--- config.mk ---
export PLATFORM = sky130hd
export DESIGN_NAME = secure_task_lifecycle_fsm_core
export DESIGN_NICKNAME = d
export VERILOG_FILES = /design/src/hw/rtl/stlf_pkg.sv /design/src/hw/rtl/secure_task_lifecycle_fsm_core.sv
export SDC_FILE = /design/constraint.sdc
export NUM_CORES = 1
export LEC_CHECK = 0
export BUFFER_PORTS_ARGS = -buffer_cell sky130_fd_sc_hd__buf_2
export CAP_MARGIN = 15
export CORE_UTILIZATION = 45
export DETAILED_ROUTE_END_ITERATION = 8
export PLACE_DENSITY = 0.68
export RECOVER_POWER = 25
export REMOVE_ABC_BUFFERS = 1
export SLEW_MARGIN = 0
export SYNTH_ARGS = -nofsm -noshare
export SYNTH_HDL_FRONTEND = slang
export SYNTH_SLANG_ARGS = --single-unit
--- constraint.sdc ---
create_clock -name i_clk -period 5.6 [get_ports i_clk]
set_input_delay 0.84 -clock i_clk [delete_from_list [all_inputs] [get_ports i_clk]]
set_output_delay 0.84 -clock i_clk [all_outputs]
set_load 0.02 [all_outputs]
--- src/hw/rtl/stlf_pkg.sv ---
// Package for the secure task lifecycle tracker.
// Event codes, status bits, transition codes and doorbell words.
// No dependencies.
`timescale 1ns / 1ps
`default_nettype none

package stlf_pkg;

    localparam int unsigned CMD_W   = 3;
    localparam int unsigned WORD_W  = 32;
    localparam int unsigned MODE_W  = 3;
    localparam int unsigned STATE_W = 4;

    localparam int unsigned IN_DATA_W  = 104;
    localparam int unsigned OUT_DATA_W = 112;

    localparam logic [CMD_W-1:0] CMD_PRI_IRQ = 3'd0;
    localparam logic [CMD_W-1:0] CMD_LOAD    = 3'd1;
    localparam logic [CMD_W-1:0] CMD_SUSPEND = 3'd2;
    localparam logic [CMD_W-1:0] CMD_SUBMIT  = 3'd3;
    localparam logic [CMD_W-1:0] CMD_SEC_IRQ = 3'd4;

    localparam logic [WORD_W-1:0] ABORT_BIT = 32'h0004_0000;
    localparam logic [WORD_W-1:0] FATAL_BIT = 32'h0002_0000;
    localparam logic [WORD_W-1:0] DONE_BIT  = 32'h0001_0000;
    localparam logic [WORD_W-1:0] CODE_MASK = 32'h0000_FFFF;

    localparam logic [WORD_W-1:0] CODE_108 = 32'h0000_0108;
    localparam logic [WORD_W-1:0] CODE_107 = 32'h0000_0107;
    localparam logic [WORD_W-1:0] CODE_104 = 32'h0000_0104;
    localparam logic [WORD_W-1:0] CODE_103 = 32'h0000_0103;

    localparam logic [WORD_W-1:0] DB_START   = 32'h0050_0201;
    localparam logic [WORD_W-1:0] DB_RESUME  = 32'h0010_0301;
    localparam logic [WORD_W-1:0] DB_SUSPEND = 32'h0010_0401;

    localparam logic [MODE_W-1:0] MODE_FRESH       = 3'd1;
    localparam logic [MODE_W-1:0] MODE_RESUME      = 3'd2;
    localparam logic [MODE_W-1:0] MODE_RESUME_SUSP = 3'd3;
    localparam logic [MODE_W-1:0] MODE_FRESH_ALT   = 3'd4;

endpackage

`default_nettype wire

--- src/hw/rtl/secure_task_lifecycle_fsm_core.sv ---
// Top level of the secure task lifecycle tracker: input register, event
// decode and state update, result register. Depends on stlf_pkg.
//
// Path: an input transfer passes the input register, then the result register,
// before result valid. Throughput: one event per cycle, set by the single
// state update stage; while a result waits the input register takes one more
// event and the input then stalls until the result is taken.
// Reset (i_rst_n low, synchronous) clears task state, mode, result code,
// secondary flag and both stage valids.
`timescale 1ns / 1ps
`default_nettype none

module secure_task_lifecycle_fsm_core (
    input  wire logic         i_clk,
    input  wire logic         i_rst_n,
    input  wire logic         i_s_axis_tvalid,
    output logic              o_s_axis_tready,
    // [31:0] status_word, [63:32] buffer_word, [66:64] load_mode,
    // [98:67] command_address, [103:99] zero
    input  wire logic [stlf_pkg::IN_DATA_W-1:0] i_s_axis_tdata,
    // [2:0] cmd
    input  wire logic [2:0]   i_s_axis_tuser,
    output logic              o_m_axis_tvalid,
    input  wire logic         i_m_axis_tready,
    // [0] rejected, [32:1] ack_value, [33] doorbell_valid,
    // [65:34] doorbell_word, [69:66] task_state_out, [70] task_active_out,
    // [102:71] result_code_out, [103] fatal_seen, [104] secondary_done,
    // [111:105] zero
    output logic [stlf_pkg::OUT_DATA_W-1:0] o_m_axis_tdata
);

    typedef enum logic [stlf_pkg::STATE_W-1:0] {
        ST_NONE       = 4'd0,
        ST_RETIRED    = 4'd1,
        ST_RUNNING    = 4'd2,
        ST_ENDED      = 4'd3,
        ST_STOPPED    = 4'd4,
        ST_EXITED     = 4'd5,
        ST_LOADED     = 4'd6,
        ST_SUSP_ACKED = 4'd7,
        ST_EXIT_WAIT  = 4'd8,
        ST_SUSP_WAIT  = 4'd9,
        ST_COMPLETE   = 4'd10,
        ST_SUSPENDING = 4'd11,
        ST_EXITING    = 4'd12
    } t_task_state;

    logic                             r_in_valid;
    logic [stlf_pkg::CMD_W-1:0]       r_cmd;
    logic [stlf_pkg::WORD_W-1:0]      r_status;
    logic [stlf_pkg::WORD_W-1:0]      r_buf;
    logic [stlf_pkg::MODE_W-1:0]      r_load_mode;
    logic [stlf_pkg::WORD_W-1:0]      r_addr;

    t_task_state                      r_state, n_state;
    logic                             r_active, n_active;
    logic [stlf_pkg::MODE_W-1:0]      r_mode, n_mode;
    logic [stlf_pkg::WORD_W-1:0]      r_result, n_result;
    logic                             r_sec, n_sec;

    logic                             r_out_valid;
    logic                             r_rej, n_rej;
    logic [stlf_pkg::WORD_W-1:0]      r_ack, n_ack;
    logic                             r_dbv, n_dbv;
    logic [stlf_pkg::WORD_W-1:0]      r_dbw, n_dbw;
    logic                             r_fatal, n_fatal;

    logic                             advance;
    logic [stlf_pkg::WORD_W-1:0]      code;

    assign advance         = !r_out_valid || i_m_axis_tready;
    assign o_s_axis_tready = !r_in_valid || advance;
    assign o_m_axis_tvalid = r_out_valid;
    assign o_m_axis_tdata  = {7'd0, r_sec, r_fatal, r_result, r_active,
                              4'(r_state), r_dbw, r_dbv, r_ack, r_rej};

    assign code = (r_status & stlf_pkg::DONE_BIT) != '0 ? stlf_pkg::DONE_BIT
                                                        : (r_status & stlf_pkg::CODE_MASK);

    always_comb begin
        n_state  = r_state;
        n_active = r_active;
        n_mode   = r_mode;
        n_result = r_result;
        n_sec    = r_sec;
        n_rej    = 1'b0;
        n_ack    = '0;
        n_dbv    = 1'b0;
        n_dbw    = '0;
        n_fatal  = 1'b0;
        case (r_cmd)
            stlf_pkg::CMD_PRI_IRQ: begin
                if ((r_status & stlf_pkg::ABORT_BIT) != '0) begin
                    n_ack = stlf_pkg::ABORT_BIT;
                end else if ((r_status & stlf_pkg::FATAL_BIT) != '0) begin
                    n_ack   = stlf_pkg::FATAL_BIT;
                    n_fatal = 1'b1;
                end else begin
                    n_ack = code;
                    if (r_active) begin
                        case (r_state)
                            ST_EXITING: begin
                                if (code == stlf_pkg::DONE_BIT) begin
                                    n_state  = ST_COMPLETE;
                                    n_result = r_buf;
                                end else if (code == stlf_pkg::CODE_108) begin
                                    n_state = ST_SUSP_WAIT;
                                end else begin
                                    n_state  = ST_ENDED;
                                    n_result = code;
                                end
                            end
                            ST_SUSPENDING: begin
                                if (code == stlf_pkg::DONE_BIT) begin
                                    n_state  = ST_COMPLETE;
                                    n_result = r_buf;
                                end else if (code == stlf_pkg::CODE_107) begin
                                    n_state = ST_SUSP_ACKED;
                                end else begin
                                    n_state  = ST_ENDED;
                                    n_result = code;
                                end
                            end
                            ST_COMPLETE: begin
                                if (code == stlf_pkg::CODE_103) begin
                                    n_state = ST_ENDED;
                                end
                            end
                            ST_SUSP_WAIT: begin
                                if (code == stlf_pkg::CODE_104) begin
                                    n_state = ST_STOPPED;
                                end else begin
                                    n_state  = ST_ENDED;
                                    n_result = code;
                                end
                            end
                            ST_RUNNING: begin
                                if (code == stlf_pkg::DONE_BIT) begin
                                    n_state = ST_ENDED;
                                end else if (code == stlf_pkg::CODE_104) begin
                                    n_state = ST_STOPPED;
                                end
                            end
                            ST_RETIRED, ST_ENDED, ST_STOPPED, ST_EXITED: begin
                                n_active = 1'b0;
                            end
                            ST_SUSP_ACKED: begin
                                if (code == stlf_pkg::CODE_104) begin
                                    n_state = ST_RETIRED;
                                end else begin
                                    n_state  = ST_ENDED;
                                    n_result = code;
                                end
                            end
                            ST_LOADED: begin
                                if (r_mode == stlf_pkg::MODE_RESUME_SUSP) begin
                                    n_mode = stlf_pkg::MODE_FRESH;
                                end
                                if (code == stlf_pkg::DONE_BIT) begin
                                    n_state = ST_COMPLETE;
                                end else if (code == stlf_pkg::CODE_103) begin
                                    n_state = ST_RUNNING;
                                end else begin
                                    n_state  = ST_ENDED;
                                    n_result = code;
                                end
                            end
                            ST_EXIT_WAIT: begin
                                if (code == stlf_pkg::DONE_BIT) begin
                                    n_state  = ST_COMPLETE;
                                    n_result = r_buf;
                                end else if (code == stlf_pkg::CODE_104) begin
                                    n_state = ST_EXITED;
                                end else begin
                                    n_state  = ST_ENDED;
                                    n_result = code;
                                end
                            end
                            default: begin
                            end
                        endcase
                    end
                end
            end
            stlf_pkg::CMD_LOAD: begin
                if (r_active) begin
                    n_rej = 1'b1;
                end else begin
                    n_state = ST_LOADED;
                    n_mode  = r_load_mode;
                    if (r_load_mode inside {stlf_pkg::MODE_RESUME,
                                            stlf_pkg::MODE_RESUME_SUSP}) begin
                        n_active = 1'b1;
                        n_dbv    = 1'b1;
                        n_dbw    = stlf_pkg::DB_RESUME;
                    end else if (r_load_mode inside {stlf_pkg::MODE_FRESH,
                                                     stlf_pkg::MODE_FRESH_ALT}) begin
                        n_active = 1'b1;
                        n_dbv    = 1'b1;
                        n_dbw    = stlf_pkg::DB_START;
                    end else begin
                        n_rej = 1'b1;
                    end
                end
            end
            stlf_pkg::CMD_SUSPEND: begin
                if (!r_active || r_state != ST_RUNNING) begin
                    n_rej = 1'b1;
                end else begin
                    n_state = ST_SUSPENDING;
                    n_mode  = stlf_pkg::MODE_RESUME_SUSP;
                    n_dbv   = 1'b1;
                    n_dbw   = stlf_pkg::DB_SUSPEND;
                end
            end
            stlf_pkg::CMD_SUBMIT: begin
                if (!r_active || r_state != ST_RUNNING) begin
                    n_rej = 1'b1;
                end else begin
                    n_dbv = 1'b1;
                    n_dbw = r_addr | 32'd1;
                end
            end
            stlf_pkg::CMD_SEC_IRQ: begin
                n_ack = r_status;
                if (r_active) begin
                    n_sec = 1'b1;
                end
            end
            default: begin
            end
        endcase
    end

    always_ff @(posedge i_clk) begin
        if (!i_rst_n) begin
            r_in_valid  <= 1'b0;
            r_out_valid <= 1'b0;
            r_state     <= ST_NONE;
            r_active    <= 1'b0;
            r_mode      <= '0;
            r_result    <= '0;
            r_sec       <= 1'b0;
        end else begin
            if (o_s_axis_tready) begin
                r_in_valid <= i_s_axis_tvalid;
            end
            if (advance) begin
                r_out_valid <= r_in_valid;
            end
            if (advance && r_in_valid) begin
                r_state  <= n_state;
                r_active <= n_active;
                r_mode   <= n_mode;
                r_result <= n_result;
                r_sec    <= n_sec;
            end
        end
        if (o_s_axis_tready && i_s_axis_tvalid) begin
            r_cmd       <= i_s_axis_tuser;
            r_status    <= i_s_axis_tdata[31:0];
            r_buf       <= i_s_axis_tdata[63:32];
            r_load_mode <= i_s_axis_tdata[66:64];
            r_addr      <= i_s_axis_tdata[98:67];
        end
        if (advance && r_in_valid) begin
            r_rej   <= n_rej;
            r_ack   <= n_ack;
            r_dbv   <= n_dbv;
            r_dbw   <= n_dbw;
            r_fatal <= n_fatal;
        end
    end

    a_doorbell_not_rejected: assert property (@(posedge i_clk) disable iff (!i_rst_n)
        r_out_valid && r_dbv |-> !r_rej)
        else $error("doorbell issued on a rejected request");

    a_no_doorbell_word: assert property (@(posedge i_clk) disable iff (!i_rst_n)
        r_out_valid && !r_dbv |-> r_dbw == '0)
        else $error("doorbell word without doorbell valid");

    a_fatal_ack: assert property (@(posedge i_clk) disable iff (!i_rst_n)
        r_out_valid && r_fatal |-> r_ack == stlf_pkg::FATAL_BIT)
        else $error("fatal flag without fatal acknowledge");

    a_active_not_none: assert property (@(posedge i_clk) disable iff (!i_rst_n)
        r_active |-> r_state != ST_NONE)
        else $error("active task in the empty state");

    a_stalled_input_holds: assert property (@(posedge i_clk) disable iff (!i_rst_n)
        r_in_valid && !advance |=> r_in_valid && $stable(r_cmd) && $stable(r_status))
        else $error("held event lost while result stage stalled");

endmodule

`default_nettype wire
=== Yosys cells after proc, flatten, opt, wreduce, memory -nomap -nowiden ===
Cells that the tools add are included.

* Shift operators: 0
* $mul: 0
* Mux-type cells: 56
* Bitwise logic cells: 3
* Order comparisons: 0
* Reduce and logical (&&, ||, !) cells: 22
* Div/mod/pow operators: 0
* $add $sub $neg: 0
* Eq/ne operators: 38

{| class="wikitable"
|+ Operators with widths
! cell !! number
|-
| 2-to-1 mux 32 bit || 9
|-
| one-hot mux 32 bit (5 select lines) || 1
|-
| one-hot mux 32 bit (3 select lines) || 1
|-
| 2-to-1 mux 23 bit || 3
|-
| == test 17 x 9 -> 1 bit, second input constant || 4
|-
| one-hot mux 32 bit (2 select lines) || 1
|-
| 2-to-1 mux 4 bit || 13
|-
| one-hot mux 4 bit (8 select lines) || 1
|-
| 2-to-1 mux 21 bit || 1
|-
| == test 4 bit, second input constant || 5
|-
| AND reduction 10 bit || 2
|-
| 2-to-1 mux 19 bit || 1
|-
| 2-to-1 mux 18 bit || 1
|-
| == test 17 bit, second input constant || 1
|-
| 2-to-1 mux 17 bit || 1
|-
| == test 4 x 3 -> 1 bit, second input constant || 4
|-
| 2-to-1 mux 1 bit || 15
|-
| != test 2 bit, second input constant || 7
|-
| == test 3 x 2 -> 1 bit, second input constant || 4
|-
| one-hot mux 4 bit (3 select lines) || 1
|-
| 2-to-1 mux 3 bit || 3
|-
| != test 3 bit, second input constant || 3
|-
| != test 9 x 2 -> 1 bit, second input constant || 1
|-
| == test 4 x 2 -> 1 bit, second input constant || 2
|-
| other kinds (19) || 34
|}

* Memories: 0
* Word-level logic and storage cells: 135
* Output and inout port bits: 114
* Bits in registers: 209
* Memory bits (writable): 0
* Bits in read-only memories: 0
* Bits in latches: 0
* Input bits: 111

=== Depth between registers and ports, before layout ===
Gate-level depths: netlist of run 1.

* Depth in word-level cells: 9
* Mapped depth: 8
* Gate-level depth less buffers: 6

=== Least setup slack after synthesis of run 1 ===
Ideal clock, no wire load.

* Path kind: input to register
* Start point: input i_m_axis_tready
* End point: register r_addr[10] (netlist bit), enable pin
* Arrival time: 3.460 ns
* Stages: 3
* Data required time: 5.129 ns
* Setup slack: 1.669 ns
* Buffers on the path: 0
* Setup time: 0.471 ns
* Path through: nor2b_1 > nand2_1 > and2_1

* Longest elaborated chain between the ends: 3

{| class="wikitable"
|+ Ends and longest elaborated chain
! item !! RTL line !! RTL
|-
| start, declared || secure_task_lifecycle_fsm_core.sv:24 || <nowiki>input wire logic i_m_axis_tready,</nowiki>
|-
| logical OR 1 bit || secure_task_lifecycle_fsm_core.sv:71 || <nowiki>assign advance = !r_out_valid || i_m_axis_tready;</nowiki>
|-
| logical OR 1 bit || secure_task_lifecycle_fsm_core.sv:72 || <nowiki>assign o_s_axis_tready = !r_in_valid || advance;</nowiki>
|-
| net o_s_axis_tready || secure_task_lifecycle_fsm_core.sv:17 || <nowiki>output logic o_s_axis_tready,</nowiki>
|-
| logical AND 1 bit || secure_task_lifecycle_fsm_core.sv:259 || <nowiki>if (o_s_axis_tready && i_s_axis_tvalid) begin</nowiki>
|-
| end signal, assigned || secure_task_lifecycle_fsm_core.sv:264 || <nowiki>r_addr <= i_s_axis_tdata[98:67];</nowiki>
|-
| end, declared || secure_task_lifecycle_fsm_core.sv:53 || <nowiki>logic [stlf_pkg::WORD_W-1:0] r_addr;</nowiki>
|}

The timed path passes the listed nets, and every way through them passes these cells.
A chain may end at the register's enable or synchronous reset.

=== Worst setup path after layout of run 1 ===
* Start point: register r_state[2]
* End point: register r_result[27] (netlist bit)

* Longest elaborated chain between the ends: 4
* Elaborated cells between the ends (all ways): 14
* Classes of those cells: 10 x eq/ne; 1 x mux; 3 x reduce/logical

{| class="wikitable"
|+ Ends and longest elaborated chain
! item !! RTL line !! RTL
|-
| start, declared || secure_task_lifecycle_fsm_core.sv:55 || <nowiki>t_task_state r_state, n_state;</nowiki>
|-
| start signal, assigned || secure_task_lifecycle_fsm_core.sv:252 || <nowiki>r_state <= n_state;</nowiki>
|-
| == test 4 x 3 -> 1 bit / == test 4 bit (equally long branches) || secure_task_lifecycle_fsm_core.sv:101 || <nowiki>case (r_state)</nowiki>
|-
| OR reduction 2 bit (no source line) || n/a ||
|-
| nonzero test 5 bit (no source line) || n/a ||
|-
| AND reduction 10 bit (no source line) || n/a ||
|-
| end signal, assigned || secure_task_lifecycle_fsm_core.sv:255 || <nowiki>r_result <= n_result;</nowiki>
|-
| end, declared || secure_task_lifecycle_fsm_core.sv:58 || <nowiki>logic [stlf_pkg::WORD_W-1:0] r_result, n_result;</nowiki>
|}

Several ways; a longest one is shown, not always the timed one.

==> impl_metrics.py, run 1 <==
metrics = {
    "run_status": {
        "run_status": "finished, final reports clean",
    },
    "clocking": {
        "holdBufCountCts": 0,
        "clock_latency_ns": 0.50,
        "cts_buffers": 23,
        "clkTransAtPathRegs_ns": 0.06,
        "clock_sinks": 208,
        "cts_tree": "built",
        "cts_root_buf": "clkbuf_16",
        "h-tree-depth": 1,
        "postCtsSetupBuffers": 0,
        "clockBufferDepth": 3,
        "cts_resized": 0,
    },
    "power_and_ir_drop": {
        "clock_power_share_pct": 43.7,
        "cellPowerDensity_mw_per_mm2": 353.4,
        "p_leak_nw": 3.927,
        "ir_drop_uv": 250.3,
        "p_total_mw": 3.464,
        "swShare_pct": 20.76,
        "internal-power_mw": 2.745,
        "power_frac_comb_pct": 5.1,
        "p_sw_mw": 0.7193,
        "p_seq_share_pct": 51.2,
    },
    "critical_path": {
        "reg2reg_depth": 6,
        "cp_data_arrival_time_ns": 3.46,
        "r2r_setup_slack_ns": 2.57,
        "cp-end-kind": "flip-flop",
        "crit_fanout": 15,
        "worstSetupPathType": "reg2reg",
        "cp_data_required_time_ns": 6.03,
        "crit_path_start_kind": "flip-flop",
    },
    "synth": {
        "ys_warn_count": 0,
        "synth_common_cells": "168 x edfxtp_1, 46 x and2_1, 40 x dfxtp_1, 35 x nand2_1, 33 x a22o_1",
        "synth_cell_types": 58,
        "synth_flop_cell": "edfxtp_1",
        "synthMostInstantiatedCell": "edfxtp_1",
        "yosys.area.top_type": "edfxtp_1",
        "netlist_area_mm2": 0.007875,
        "synth.avg_cell_area_um2": 15.23,
        "netlist_instances": 517,
        "synth_area_leaders": "edfxtp_1 64%, dfxtp_1 10%, a22o_1 3.7%, and2_1 3.7%, nand2_1 1.7%",
        "synth-edff-count": 168,
        "ys_ff_latch": 208,
        "synth_top_cell_area_share_pct": 64.06,
        "synth.yosys.seq_area_share_pct": 74.23,
        "async_reset_ff_share_pct": 0,
    },
    "global_route": {
        "grt_use_met1_pct": 23.44,
        "grt_pass1_wl_mm": 25.25,
        "grt_pass1_vias": 4853,
        "antenna_found_initial": 0,
        "grt_max_degree": 54,
        "track_usage_pct": 17.90,
        "grtUsageMet3_pct": 5.215,
        "grt_remaining_overflow": 0,
        "met2_usage_pct": 28.76,
        "busiest_layer": "met2",
    },
    "timing": {
        "tightest_slew_ns": 1.024,
        "finClkSkew_ns": 0.01155,
        "drv_slew": 0,
        "period_share_pct": 54.03,
        "max_freq_ghz": 0.3305,
        "setup_tns_ns": 0,
        "hold_viol_final": 0,
        "rsz0062_at_grt": "false",
        "slew_headroom_pct": 31.50,
        "layout_min_cycle_time_ns": 3.026,
        "setup_viol_count_final": 0,
    },
    "final_layout": {
        "nFillCells": 1425,
        "fin_util_pct": 57.07,
        "drive_gt1_share_pct": 35.22,
        "nNetsFinal": 839,
        "diodes": 0,
        "syn_to_final_growth_pct": 24.48,
    },
    "drt": {
        "drtAntennaViolNets": 0,
        "dr.pass1.iters": 5,
        "routed_wl_mm": 16.19,
        "num_vias": 4991,
        "remaining_drc_errors": 0,
        "wl_per_cell_um": 16.71,
        "drt_iter0_drc": 390,
        "routed_via_density": 5.151,
    },
    "floorplan": {
        "rows": 48,
        "core_area_mm2": 0.01718,
        "start_util_pct": 45.85,
        "die-area_mm2": 0.01803,
        "die_h_um": 134.3,
        "dieWidth_um": 134.3,
        "ios": 225,
    },
    "place": {
        "hpwl_mm": 11.01,
        "place.gp.congestion": 0.8815,
        "port_buffers": 211,
    },
    "job": {
        "drv_cap": 0,
    },
    "min_path": {
        "min_path_cells": 1,
        "hp-class": "reg2reg",
    },
}
-- flip-flops by register name, summed over array words and instances (netlist names), 3 cells and up --
name	count
r_result	32
r_status	32
r_dbw	32
r_load_mode	3
r_cmd	3
r_state	4
r_ack	32
r_addr	31
r_buf	32
-- kinds of logic after synthesis --
logic type,synth area share (%)
AND/OR/NAND/NOR,11.77
buffers and inverters,3.750
AO/OA/AOI/OAI,9.978
flip-flops,74.23
XOR/XNOR,0.2225
other,0.04762
-- layer usage --
layer,vias up,part of all wire (%)
li1,2360,-
met1,2341,42
met2,260,46
met3,30,10
met4,0,1.9
met5,-,0
-- cell usage in the layout (no fill, tap or decap), drive strengths merged, types with 2 or more instances in the layout --
master   Yosys  layout
inv         10      12
a22o        34      34
nand2       36      36
a21oi        9       9
and2        46      46
a31oi        2       2
and3        13      13
nand3        6       6
dfxtp       40      40
nand4        2       2
o31ai        2       2
o21ai        8       8
nand2b       4       4
o211a        2       2
buf         24     213
nor2b        7       7
clkinv       2      10
a32o         3       3
nor4         7       7
xnor2        2       2
a211oi       7       7
nor3b        2       2
conb         1       7
nor3         4       4
edfxtp     168     168
nor2        28      28
o2bb2ai     15      15
bufinv       0       4
clkbuf      12      29
-- worst max-delay path, stage by stage (launching register included) --
cell	delay, ns
dfxtp_1	0.61
nor2b_1	0.58
nand2_2	0.09
a2111o_1	0.41
a41o_2	0.29
nor4_4	0.74
a22o_1	0.24
-- power groups by stage --
stage	clock, mW	sequential, mW	combinational (mW)
after CTS	1.55	1.77	0.178
final	1.52	1.77	0.175
after floorplan	0	1.83	0.0631
after global placement	0	1.80	0.173
after detailed placement	0	1.81	0.178
after global routing	1.62	1.78	0.193
-- final timing paths --
kind / end / startpoint
max: r_result[27] / r_state[2]
min reg2reg: r_result[25] / r_buf[25]
max reg2reg: r_result[27] / r_state[2]
min: r_result[25] / r_buf[25]
-- layout make-up --
| cell class | instances | area, um2 | share of cell area [%] |
|---|---|---|---|
| flip-flops and latches | 208 | 5846 | 59.63 |
| multi-input cells | 267 | 1773 | 18.09 |
| repair buffers | 216 | 1090 | 11.12 |
| clock buffers | 26 | 586.8 | 5.986 |
| well taps | 225 | 281.5 | 2.872 |
| clock inverters | 15 | 181.4 | 1.851 |
| inverters | 12 | 45.04 | 0.4595 |
-- through the flow --
stage	setup slack, ns	cells	area (um2)	hold WS, ns
2_1_floorplan	1.669	487	7647	0.4358
3_3_place_gp	2.669	927	9031	0.4378
3_5_place_dp	2.586	927	9031	0.4429
4_1_cts	2.559	968	9799	0.4583
5_1_grt	2.349	969	9803	0.4699
6_report	2.574	969	9803	0.4593
Power figures use the tool's default switching activity.
==> inputs of run 2 (changes only) <==
ABC_AREA = 1   (was not set)
PLACE_DENSITY = 0.67   (was 0.68)
clock period = 3.1 ns   (was 5.6 ns; I/O delays follow)
==> run 2 against run 1 <==
Hold slack got worse by 0.34 ns. Sequential share of layout area decreased by 4.7 points. Cell count is 28% higher. First-iteration DRC count decreased by 24%. Sequential power up 80%. Clock skew about the same. Largest power group unchanged.
==> impl_metrics.py, run 2 <==
metrics = {
    "place": {
        "hpwl_mm": 13.45,
        "place.gp.congestion": 0.8575,
        "post-place-ws_ns": 0.6814,
        "port_buffers": 211,
        "dp_cells": 1201,
    },
    "final_layout": {
        "mostFrequentLayoutCells": "211 x buf_2, 168 x edfxtp_1, 141 x nand2_1, 97 x nor2_1, 96 x inv_1",
        "layout_commonest_cell": "buf_2",
        "multi_input_area_mm2": 0.002228,
        "nNetsFinal": 1103,
        "nFillCells": 1632,
        "register_area_mm2": 0.005846,
        "final_cells": 1242,
        "drive_gt1_share_pct": 31.31,
        "syn_to_final_growth_pct": 22.95,
    },
    "floorplan": {
        "start_util_pct": 46.11,
        "dieWidth_um": 140.7,
        "ios": 225,
        "die-area_mm2": 0.01979,
        "die_h_um": 140.7,
        "rows": 50,
        "core_area_mm2": 0.01877,
    },
    "critical_path": {
        "path_cells": "inv_2 -> o21ai_0 -> nand2_1 -> nor2_1 -> buf_4 -> nand3_1 -> nand2_1 -> inv_2 -> nand2_4 -> nor2_8 -> nand2_1 -> a21oi_1",
        "cpPeakStageDelay_ns": 0.40,
        "crit_fanout": 15,
        "cp_data_required_time_ns": 3.54,
        "worstSetupStartpoint": "r_status[16]",
        "cp_common_cell": "nand2_1",
        "cp_data_arrival_time_ns": 2.87,
        "r2r_setup_slack_ns": 0.68,
        "worstSetupPathType": "reg2reg",
        "crit_path_start_kind": "flip-flop",
        "cp-end-kind": "flip-flop",
        "slowest_stage": "edfxtp_1",
        "r2r_start": "r_status[16]",
    },
    "min_path": {
        "hp-class": "in2reg",
        "min_from": "i_s_axis_tdata[23]",
    },
    "clocking": {
        "clockBufferDepth": 3,
        "h-tree-depth": 1,
        "cts_resized": 0,
        "clkTransAtPathRegs_ns": 0.06,
        "cts_buffers": 23,
        "postCtsSetupBuffers": 0,
        "clock_sinks": 208,
        "holdBufCountCts": 0,
        "cts_tree": "built",
        "cts_root_buf": "clkbuf_16",
        "clock_latency_ns": 0.52,
    },
    "global_route": {
        "grt_max_degree": 52,
        "grt_pass1_vias": 5770,
        "grt_pass1_wl_mm": 29.41,
        "antenna_found_initial": 3,
        "grt_remaining_overflow": 0,
        "track_usage_pct": 19.15,
    },
    "power_and_ir_drop": {
        "p_total_mw": 6.181,
        "p_seq_share_pct": 51.7,
        "power_frac_comb_pct": 6.3,
        "p_leak_nw": 4.699,
        "ir_drop_uv": 548.1,
        "internal-power_mw": 4.806,
        "swShare_pct": 22.24,
        "clock_power_share_pct": 42.0,
        "p_sw_mw": 1.375,
        "cellPowerDensity_mw_per_mm2": 581.0,
    },
    "synth": {
        "synth.yosys.seq_area_share_pct": 67.55,
        "synth_common_cells": "168 x edfxtp_1, 140 x nand2_1, 97 x inv_1, 96 x nor2_1, 40 x dfxtp_1",
        "synth_area_leaders": "edfxtp_1 58%, dfxtp_1 9.3%, nand2_1 6.1%, inv_1 4.2%, nor2_1 4.2%",
        "async_reset_ff_share_pct": 0,
        "netlist_instances": 771,
        "synth_top_cell_area_share_pct": 58.30,
        "synth.avg_cell_area_um2": 11.22,
        "yosys.area.top_type": "edfxtp_1",
        "ys_warn_count": 0,
        "netlist_area_mm2": 0.008653,
        "synthMostInstantiatedCell": "edfxtp_1",
        "synth-edff-count": 168,
        "ys_ff_latch": 208,
        "synth_flop_cell": "edfxtp_1",
        "synth_cell_types": 39,
    },
    "run_status": {
        "run_status": "finished, final reports clean",
    },
    "timing": {
        "slew_headroom_pct": 52.99,
        "worst_slack_ns": 0.6791,
        "drv_slew": 0,
        "rsz0062_at_grt": "false",
        "period_share_pct": 78.10,
        "max_freq_ghz": 0.4131,
        "finClkSkew_ns": 0.01149,
        "tightest_slew_ns": 0.7044,
        "hold_viol_final": 0,
        "setup_viol_count_final": 0,
        "fin_hold_ws_ns": 0.1203,
        "layout_min_cycle_time_ns": 2.421,
    },
    "drt": {
        "drt_iter0_drc": 295,
        "wl_per_cell_um": 15.31,
        "remaining_drc_errors": 0,
        "dr.pass1.iters": 5,
        "num_vias": 6004,
        "drtAntennaViolNets": 0,
        "routed_via_density": 4.834,
        "routed_wl_mm": 19.02,
    },
    "job": {
        "drv_cap": 0,
    },
}
run 2: cell count changes in the layout (fill, tap and decap cells not counted), moves of 15 or more:
cell       delta
nand2_1     +106
inv_1        +86
nor2_1       +69
and2_1       -45
a22o_1       -33
nand3_1      +31
a21oi_1      +24
nand2_4      +18
o21ai_0      +17
o2bb2ai_1    -15
run 2: critical path, delay by kind of cell, from the launching register on:
kind / cells / cell delay, ns
compound gates: 2 / 0.30
simple gates: 7 / 1.00
buf+inv: 3 / 0.64
flops: 1 / 0.40
run 2: through the flow:
stage / utilization, % / instance area, um2 / TNS, ns
CTS: 56.75 / 10650 / 0
finish: 56.69 / 10640 / 0
detailed placement: 52.89 / 9927 / 0
global route: 56.69 / 10640 / 0
floorplan: - / 8476 / -46.86
global placement: 52.89 / 9927 / 0
run 2: final timing paths:
path / to / cells past startpoint
max: r_result[18] / 12
min reg2reg: r_result[14] / 2
max reg2reg: r_result[18] / 12
min: r_status[23] / 1
run 2: routing by layer:
layer / wire length (um) / track usage [%] / up-vias
met5: 12 / 0 / -
met4: 550 / 6.808 / 2
met3: 1188 / 4.755 / 37
met2: 9134 / 32.42 / 203
met1: 8133 / 23.90 / 2761
li1: - / - / 3001
run 2: area by class of cell:
type                    instances  area share (%)
diodes                          2         0.04704
clock buffers                  25           5.480
clock inverters                14           1.317
inverters                     104           3.716
multi-input cells             435           20.95
flip-flops and latches        208           54.95
well taps                     234           2.752
repair buffers                220           10.80
run 2: cells by family after synthesis:
family                 share of synthesized area (%)
AND/OR/NAND/NOR                                19.91
flip-flops                                     67.55
buffers and inverters                          6.854
AO/OA/AOI/OAI                                  5.639
other                                        0.04334
run 2: power by group through the flow:
stage / clock (mW) / combinational [mW] / sequential, mW
global route: 2.75 / 0.435 / 3.20
detailed placement: 0 / 0.397 / 3.25
CTS: 2.66 / 0.398 / 3.19
finish: 2.60 / 0.391 / 3.19
floorplan: 0 / 0.173 / 3.30
global placement: 0 / 0.390 / 3.25
